--- src/tws_pkg.sv ---
`timescale 1ns / 1ps
// ----------------------------------------------------------------------------
// tws_pkg: shared types and constants for the two-wire display sender
// Phase codes, register indexes, command bytes, the segment decoder and the
// structures that pass between the sequencer and the output stage.
// ----------------------------------------------------------------------------
package tws_pkg;

  localparam int DIGIT_COUNT = 4;
  localparam int MAX_DIGITS  = 6;
  localparam int SLOT_W      = $clog2(MAX_DIGITS);

  localparam int CFG_IDX_W  = 2;
  localparam int CFG_DATA_W = 3;

  localparam logic [7:0] CMD_DATA  = 8'h40;
  localparam logic [7:0] CMD_ADDR  = 8'hC0;
  localparam logic [7:0] CMD_CTRL  = 8'h80;
  localparam logic [7:0] COLON_BIT = 8'h80;

  typedef enum logic [CFG_IDX_W-1:0] {
    REG_BRIGHTNESS     = 2'd0,
    REG_DISPLAY_ENABLE = 2'd1,
    REG_COLON_ENABLE   = 2'd2
  } reg_idx_t;

  typedef enum logic [3:0] {
    PH_IDLE, PH_S0, PH_S1, PH_S2, PH_S3,
    PH_B0, PH_B1, PH_B2,
    PH_A0, PH_A1, PH_A2, PH_A3,
    PH_P0, PH_P1, PH_P2, PH_P3
  } phase_t;

  typedef struct packed {
    logic [2:0] brightness;
    logic       display_enable;
    logic       colon_enable;
  } cfg_t;

  typedef struct packed {
    logic clk_level;
    logic dio_level;
    logic dio_drive;
    logic busy_res;
    logic request_refused;
    logic sequence_done;
  } res_t;

  // Digits above nine show blank.
  function automatic logic [7:0] seg_encode(input logic [3:0] d);
    logic [7:0] s;
    unique case (d)
      4'd0:    s = 8'h3f;
      4'd1:    s = 8'h06;
      4'd2:    s = 8'h5b;
      4'd3:    s = 8'h4f;
      4'd4:    s = 8'h66;
      4'd5:    s = 8'h6d;
      4'd6:    s = 8'h7d;
      4'd7:    s = 8'h07;
      4'd8:    s = 8'h7f;
      4'd9:    s = 8'h6f;
      default: s = 8'h00;
    endcase
    return s;
  endfunction

endpackage

--- src/two_wire_segment_display_sender_core.sv ---
`timescale 1ns / 1ps
// ----------------------------------------------------------------------------
// two_wire_segment_display_sender_core: two-wire display writer
// Replays the start, byte, acknowledge and stop pin sequence of a four-digit
// seven-segment display controller, at most one pin change per tick item.
// ----------------------------------------------------------------------------
//  Channel  Handshake              Payload
//  input    in_valid / in_ready    op, digit_first..digit_fourth, dio_sample
//  output   out_valid / out_ready  clk_level, dio_level, dio_drive, busy_res,
//                                  request_refused, sequence_done
//  config   cfg_write              cfg_index, cfg_data
//
// The sequencer state moves on the accepting edge, and the result is loaded
// into the output register on that same edge.
// in_ready is high whenever the output register is empty or being read, so
// one item per clock is sustained while out_ready stays high.
// Reset clears the sequencer to idle and loads brightness 1, display on and
// colon on; each request taken while idle writes the latched segment bytes.
// ----------------------------------------------------------------------------
module two_wire_segment_display_sender_core (
  input  logic                           clk,
  input  logic                           rst,
  input  logic                           in_valid,
  output logic                           in_ready,
  input  logic                           op,
  input  logic [3:0]                     digit_first,
  input  logic [3:0]                     digit_second,
  input  logic [3:0]                     digit_third,
  input  logic [3:0]                     digit_fourth,
  input  logic                           dio_sample,
  output logic                           out_valid,
  input  logic                           out_ready,
  output logic                           clk_level,
  output logic                           dio_level,
  output logic                           dio_drive,
  output logic                           busy_res,
  output logic                           request_refused,
  output logic                           sequence_done,
  input  logic                           cfg_write,
  input  logic [tws_pkg::CFG_IDX_W-1:0]  cfg_index,
  input  logic [tws_pkg::CFG_DATA_W-1:0] cfg_data
);
  import tws_pkg::*;

  cfg_t cfg;
  res_t res_step, res_held;
  logic accept;

  assign accept = in_valid && in_ready;

  always_ff @(posedge clk) begin
    if (rst) begin
      cfg.brightness     <= 3'd1;
      cfg.display_enable <= 1'b1;
      cfg.colon_enable   <= 1'b1;
    end else if (cfg_write) begin
      unique case (cfg_index)
        REG_BRIGHTNESS:     cfg.brightness     <= cfg_data;
        REG_DISPLAY_ENABLE: cfg.display_enable <= cfg_data[0];
        REG_COLON_ENABLE:   cfg.colon_enable   <= cfg_data[0];
        default: ;
      endcase
    end
  end

  tws_seq u_seq (
    .clk          (clk),
    .rst          (rst),
    .adv          (accept),
    .op           (op),
    .digit_first  (digit_first),
    .digit_second (digit_second),
    .digit_third  (digit_third),
    .digit_fourth (digit_fourth),
    .dio_sample   (dio_sample),
    .cfg          (cfg),
    .res          (res_step)
  );

  tws_out_stage u_out (
    .clk       (clk),
    .rst       (rst),
    .load      (accept),
    .res_in    (res_step),
    .out_ready (out_ready),
    .out_valid (out_valid),
    .space     (in_ready),
    .res_out   (res_held)
  );

  assign clk_level       = res_held.clk_level;
  assign dio_level       = res_held.dio_level;
  assign dio_drive       = res_held.dio_drive;
  assign busy_res        = res_held.busy_res;
  assign request_refused = res_held.request_refused;
  assign sequence_done   = res_held.sequence_done;

endmodule

--- src/tws_seq.sv ---
`timescale 1ns / 1ps
// ----------------------------------------------------------------------------
// tws_seq: pin sequencer
// Holds the phase, shift and slot state and the latched segment bytes, and
// advances by at most one pin action for every accepted item.
// ----------------------------------------------------------------------------
module tws_seq (
  input  logic          clk,
  input  logic          rst,
  input  logic          adv,
  input  logic          op,
  input  logic [3:0]    digit_first,
  input  logic [3:0]    digit_second,
  input  logic [3:0]    digit_third,
  input  logic [3:0]    digit_fourth,
  input  logic          dio_sample,
  input  tws_pkg::cfg_t cfg,
  output tws_pkg::res_t res
);
  import tws_pkg::*;

  phase_t            phase, phase_next;
  logic [2:0]        bit_index, bit_index_next;
  logic [7:0]        shift_byte, shift_byte_next;
  logic [SLOT_W-1:0] byte_slot, byte_slot_next;
  logic [1:0]        transaction_index, transaction_index_next;
  logic              clk_out, clk_out_next;
  logic              dio_out, dio_out_next;
  logic              dio_driven, dio_driven_next;
  logic [7:0]        segment_bytes [MAX_DIGITS];
  logic [3:0]        digits [4];
  logic              start, refused, done;
  logic              more_digits;
  logic [7:0]        ctrl_byte;

  assign digits[0] = digit_first;
  assign digits[1] = digit_second;
  assign digits[2] = digit_third;
  assign digits[3] = digit_fourth;

  assign start       = op && (phase == PH_IDLE);
  assign refused     = op && (phase != PH_IDLE);
  assign more_digits = (transaction_index == 2'd1) && (byte_slot < SLOT_W'(DIGIT_COUNT));
  assign ctrl_byte   = CMD_CTRL | {4'd0, cfg.display_enable, cfg.brightness};

  // Next phase.
  always_comb begin
    phase_next = phase;
    if (op) begin
      if (start) begin
        phase_next = PH_S0;
      end
    end else begin
      unique case (phase)
        PH_S0: phase_next = PH_S1;
        PH_S1: phase_next = PH_S2;
        PH_S2: phase_next = PH_S3;
        PH_S3: phase_next = PH_B0;
        PH_B0: phase_next = PH_B1;
        PH_B1: phase_next = PH_B2;
        PH_B2: phase_next = (bit_index == 3'd7) ? PH_A0 : PH_B0;
        PH_A0: phase_next = PH_A1;
        PH_A1: phase_next = dio_sample ? PH_A1 : PH_A2;
        PH_A2: phase_next = PH_A3;
        PH_A3: phase_next = more_digits ? PH_B0 : PH_P0;
        PH_P0: phase_next = PH_P1;
        PH_P1: phase_next = PH_P2;
        PH_P2: phase_next = PH_P3;
        PH_P3: phase_next = (transaction_index == 2'd2) ? PH_IDLE : PH_S0;
        default: phase_next = PH_IDLE;
      endcase
    end
  end

  // Datapath and pin levels.
  always_comb begin
    bit_index_next         = bit_index;
    shift_byte_next        = shift_byte;
    byte_slot_next         = byte_slot;
    transaction_index_next = transaction_index;
    clk_out_next           = clk_out;
    dio_out_next           = dio_out;
    dio_driven_next        = dio_driven;
    done                   = 1'b0;
    if (op) begin
      if (start) begin
        bit_index_next         = 3'd0;
        byte_slot_next         = '0;
        transaction_index_next = 2'd0;
      end
    end else begin
      unique case (phase)
        PH_S0: begin
          dio_out_next    = 1'b1;
          dio_driven_next = 1'b1;
        end
        PH_S1: clk_out_next = 1'b1;
        PH_S2: dio_out_next = 1'b0;
        PH_S3: begin
          clk_out_next   = 1'b0;
          byte_slot_next = '0;
          bit_index_next = 3'd0;
          if (transaction_index == 2'd0) begin
            shift_byte_next = CMD_DATA;
          end else if (transaction_index == 2'd1) begin
            shift_byte_next = CMD_ADDR;
          end else begin
            shift_byte_next = ctrl_byte;
          end
        end
        PH_B0: dio_out_next = shift_byte[0];
        PH_B1: clk_out_next = 1'b1;
        PH_B2: begin
          clk_out_next    = 1'b0;
          shift_byte_next = {1'b0, shift_byte[7:1]};
          bit_index_next  = (bit_index == 3'd7) ? 3'd0 : bit_index + 3'd1;
        end
        PH_A0: begin
          clk_out_next    = 1'b0;
          dio_driven_next = 1'b0;
        end
        PH_A1: begin
          if (!dio_sample) begin
            dio_driven_next = 1'b1;
          end
        end
        PH_A2: clk_out_next = 1'b1;
        PH_A3: begin
          clk_out_next = 1'b0;
          if (more_digits) begin
            shift_byte_next = segment_bytes[byte_slot];
            byte_slot_next  = byte_slot + SLOT_W'(1);
            bit_index_next  = 3'd0;
          end
        end
        PH_P0: dio_out_next = 1'b0;
        PH_P1: clk_out_next = 1'b1;
        PH_P2: dio_out_next = 1'b1;
        PH_P3: begin
          clk_out_next = 1'b0;
          if (transaction_index == 2'd2) begin
            transaction_index_next = 2'd0;
            byte_slot_next         = '0;
            done                   = 1'b1;
          end else begin
            transaction_index_next = transaction_index + 2'd1;
          end
        end
        default: ;
      endcase
    end
  end

  always_comb begin
    res.clk_level       = clk_out_next;
    res.dio_level       = dio_out_next;
    res.dio_drive       = dio_driven_next;
    res.busy_res        = (phase_next != PH_IDLE);
    res.request_refused = refused;
    res.sequence_done   = done;
  end

  always_ff @(posedge clk) begin
    if (rst) begin
      phase             <= PH_IDLE;
      bit_index         <= 3'd0;
      shift_byte        <= 8'd0;
      byte_slot         <= '0;
      transaction_index <= 2'd0;
      clk_out           <= 1'b0;
      dio_out           <= 1'b0;
      dio_driven        <= 1'b1;
    end else if (adv) begin
      phase             <= phase_next;
      bit_index         <= bit_index_next;
      shift_byte        <= shift_byte_next;
      byte_slot         <= byte_slot_next;
      transaction_index <= transaction_index_next;
      clk_out           <= clk_out_next;
      dio_out           <= dio_out_next;
      dio_driven        <= dio_driven_next;
    end
  end

  // Segment bytes are written only when a request is taken while idle.
  always_ff @(posedge clk) begin
    if (adv && start) begin
      for (int i = 0; i < MAX_DIGITS; i++) begin
        if (i < 4) begin
          segment_bytes[i] <= seg_encode(digits[i]) |
                              (((i == 1) && cfg.colon_enable) ? COLON_BIT : 8'h00);
        end else begin
          segment_bytes[i] <= 8'h00;
        end
      end
    end
  end

endmodule

--- src/tws_out_stage.sv ---
`timescale 1ns / 1ps
// ----------------------------------------------------------------------------
// tws_out_stage: result register
// Holds one finished result and frees itself in the cycle it is taken, so
// that a new item can enter on every clock while out_ready stays high.
// ----------------------------------------------------------------------------
module tws_out_stage (
  input  logic          clk,
  input  logic          rst,
  input  logic          load,
  input  tws_pkg::res_t res_in,
  input  logic          out_ready,
  output logic          out_valid,
  output logic          space,
  output tws_pkg::res_t res_out
);
  import tws_pkg::*;

  assign space = !out_valid || out_ready;

  always_ff @(posedge clk) begin
    if (rst) begin
      out_valid <= 1'b0;
    end else if (load) begin
      out_valid <= 1'b1;
    end else if (out_ready) begin
      out_valid <= 1'b0;
    end
  end

  always_ff @(posedge clk) begin
    if (load) begin
      res_out <= res_in;
    end
  end

endmodule

--- config.mk ---
export PLATFORM = sky130hd
export DESIGN_NAME = two_wire_segment_display_sender_core
export DESIGN_NICKNAME = d
export VERILOG_FILES = /design/src/tws_pkg.sv /design/src/two_wire_segment_display_sender_core.sv /design/src/tws_seq.sv /design/src/tws_out_stage.sv
export SDC_FILE = /design/constraint.sdc
export NUM_CORES = 1
export LEC_CHECK = 0
export BUFFER_PORTS_ARGS = -buffer_cell sky130_fd_sc_hd__buf_2
export CAP_MARGIN = 25
export CORE_UTILIZATION = 54
export DETAILED_ROUTE_END_ITERATION = 7
export HOLD_SLACK_MARGIN = 0.02
export MAX_ROUTING_LAYER = met4
export PLACE_DENSITY = 0.77
export SYNTH_ARGS = -nofsm -noshare
export SYNTH_HDL_FRONTEND = slang
export SYNTH_SLANG_ARGS = --single-unit
--- constraint.sdc ---
create_clock -name clk -period 2 [get_ports clk]
set_input_delay 0.1 -clock clk [delete_from_list [all_inputs] [get_ports clk]]
set_output_delay 0.1 -clock clk [all_outputs]
set_load 0.01 [all_outputs]
==> run_results.csv <==
group,metric,value,unit
finish,diodes_inserted,0,
cts,cts_tree,"done",
floorplanning,core,6940,µm²
synthesis,synth-async-reset-ratio,0,%
synthesis,syn_area_per_cell,9.88,µm²
timing,fmax,568,MHz
timing,final_setup_violating_endpoints,0,
global_route,wire_length_of_the_first_global_routing_pass,13400,µm
finish,syn_to_layout_area_delta,13.2,%
timing,slew_violations,0,
worst_setup_path,slowest_stage,"sky130_fd_sc_hd__dfxtp_1",
run_status,run_status,"completed",
detailed_routing,remaining_drc_errors,0,
worst_setup_path,worstPathRequired,2.23,ns
cts,clockBufferDepth,2,
synthesis,ys_ff_latch,67,
synthesis,synthTopCellsByCount,"sky130_fd_sc_hd__edfxtp_1 (35), sky130_fd_sc_hd__dfxtp_1 (32), sky130_fd_sc_hd__o21ai_0 (31)",
finish,final_net_count,498,
floorplanning,core.rowCount,30,
worst_setup_path,crit_chain,"buf_4 -> nand2b_1 -> nor3_2 -> o211ai_2 -> and3_1 -> o21a_1",
cts,numCtsBuffers,9,
detailed_routing,firstDrtPassIters,5,
worst_setup_path,critical_path_peak_fanout,16,
global_route,grt_antenna_before_repair,0,
synthesis,synth.yosys.seq_area_share,42.8,%
place,place.port_buffers,35,
synthesis,synthTopCellsByArea,"sky130_fd_sc_hd__edfxtp_1 (27%), sky130_fd_sc_hd__dfxtp_1 (16%), sky130_fd_sc_hd__ha_1 (8.5%)",
synthesis,number_of_enable_type_register_cells_in_the_synthesized_netlist,35,
global_route,first_global_vias,2917,
timing,max_slew.worst_pin.slew,0.614,ns
power,vdd.ir_drop.worst,0.000379,V
floorplanning,floorplan.die.width,87.5,µm
cts,cts.htree.levels,3,
run,maxCapViolations,0,
global_route,grt_max_degree,30,
worst_setup_path,cp-start-kind,"flip-flop",
timing,setup_repair_after_global_routing_missed_its_margin,"false",
detailed_routing,drt-initial-drc-count,193,
synthesis,yosys.area.top_type_share,26.6,%
worst_setup_path,setup.worst_path.class,"flip-flop to flip-flop",
worst_hold_path,worstHoldPathType,"input port to flip-flop",
worst_hold_path,min_from,"cfg_index[1]",
finish,multi_input_area,2000,µm²
worst_setup_path,critPathCaptureType,"flip-flop",
floorplanning,die_height,87.5,µm
synthesis,syn_nets,455,
synthesis,netlist-cell-type-count,65,
detailed_routing,avgRoutedWirePerCell,15.1,µm
timing,report.final.hold_viol_count,0,
worst_setup_path,crit_arrival,1.99,ns
finish,regArea,1690,µm²
synthesis,netlist_area,3950,µm²
timing,max-slew-margin-rel,59.0,%
synthesis,netlist_instances,400,
power,cellLeakagePower,1.77,nW
finish,final_core_util,64.4,%
synthesis,synth.largest_area_cell,"sky130_fd_sc_hd__edfxtp_1",
global_route,gr-total-overflow,0,
synthesis,synth_flop_cell,"sky130_fd_sc_hd__edfxtp_1",
timing,final.period_utilization,88.0,%
floorplanning,num_io_pins,36,
cts,clkSinkCount,67,
place,finalWeightedCongestion,0.938,
floorplanning,total_die_area,7660,µm²
cts,clk_transition_reported_paths,0.07,ns
detailed_routing,route.final.wire_length,8210,µm
cts,clock-root-buffer,"sky130_fd_sc_hd__clkbuf_8",
cts,insertion_delay,0.35,ns
worst_setup_path,critical-path-max-stage-delay,0.50,ns
synthesis,synthesis.yosys.warnings,0,
worst_setup_path,rr_startpoint,"u_seq.phase[2]",
timing,finalHoldWorstSlack,0.0506,ns
timing,skew,0.0101,ns
detailed_routing,post_dr_vias_cell,5.83,
finish,number_of_inserted_filler_cells_in_the_final_layout,562,
worst_setup_path,crit_start,"u_seq.phase[2]",
detailed_routing,ant_nets,0,
power,power_density,663,nW/µm²
timing,fin_crit,1.76,ns
finish,drive_above_1_share,19.2,%
floorplanning,starting_density_of_the_core,56.9,%
global_route,grt.total_usage,24.0,%
place,hpwlAfterDp,6120,µm
detailed_routing,num_vias,3172,
synthesis,yosys.cell_count.top_type,"sky130_fd_sc_hd__edfxtp_1",
timing,setup_tns,0,ns
-- final timing paths --
path                                                   to  slack [ns]  cells past startpoint
worst min register to register  u_seq.segment_bytes[1][7]        0.44                      0
worst max register to register                  flip-flop        0.24                      6
worst min-delay path                               cfg[1]        0.05                      2
worst max-delay path                            flip-flop        0.24                      6
-- layer usage --
metal  global-route usage [%]  up-vias  wire length, µm
met1                     27.5     1466             3520
met3                     5.28       21              497
li1                         -     1563                -
met2                     39.8      122             3970
met5                        -        -                0
met4                     11.5        0              233
-- where the power goes --
group / total, W / internal [W] / switching, W
logic: 0.000363 / 0.000150 / 0.000214
clock network: 0.00105 / 0.000572 / 0.000480
registers: 0.00155 / 0.00152 / 0.0000305
total: 0.00296 / 0.00224 / 0.000725
-- critical path, delay by kind of cell (launching register included) --
family,cells,cell delay (ns)
AND/OR/NAND/NOR,3,0.52
flip-flops,1,0.50
AO/OA/AOI/OAI,2,0.35
buffers and inverters,1,0.27
-- repair_timing --
action	4_1_cts	5_1_grt
resized for setup	0	2
setup endpoints to repair	0	2
hold buffers	4	0
endpoints found under the hold margin	4	0
buffers inserted	0	0
-- through the flow --
step           instance area, µm²  power [W]  worst slack [ns]  instances
2_1_floorplan                3960    0.00180             0.107        400
3_3_place_gp                 4250    0.00192             0.267        524
3_5_place_dp                 4250    0.00193             0.172        524
4_1_cts                      4470    0.00297             0.150        544
5_1_grt                      4470    0.00307             0.117        544
6_report                     4470    0.00296             0.240        544
-- cell families (layout without fill, tap and decap cells) --
group           count (synthesis)  in the layout  share of synthesized area (%)
mux                            10             10                           4.75
compound gates                126            126                           21.4
flops                          67             67                           42.8
fa+ha+maj                      27             27                           8.55
xor+xnor                        4              4                          0.887
simple gates                  111            111                           15.0
buf+inv                        55            103                           6.55
-- area by class of cell --
class,count,share of cell area [%]
Sequential cell,67,37.9
Clock inverter,3,0.867
Inverter,30,2.60
Multi-Input combinational cell,278,44.8
Clock buffer,13,3.11
Timing Repair Buffer,57,8.11
Tap cell,96,2.69
-- placed cells by master, fill, tap and decap left out, drive strengths merged, types with 6 or more instances in the layout --
master / n
nor3: 10
nand2b: 13
a22oi: 6
buf: 53
edfxtp: 35
nand2: 27
mux4: 7
dfxtp: 32
o21ai: 32
a211oi: 7
nor2: 22
and3: 6
ha: 27
nor2b: 9
a21oi: 26
inv: 29
o22ai: 12
clkbuf: 13
nand3: 8
-- state kept, by name, indices dropped and copies added (netlist names), named ones only --
register and count:
cfg 5, u_out.out_valid 1, u_out.res_out 6, u_seq.bit_index 3, u_seq.byte_slot 3, u_seq.clk_out 1
u_seq.dio_driven 1, u_seq.dio_out 1, u_seq.phase 4, u_seq.segment_bytes 29, u_seq.shift_byte 8, u_seq.transaction_index 2
No activity file was read; power rests on OpenSTA's default activity.
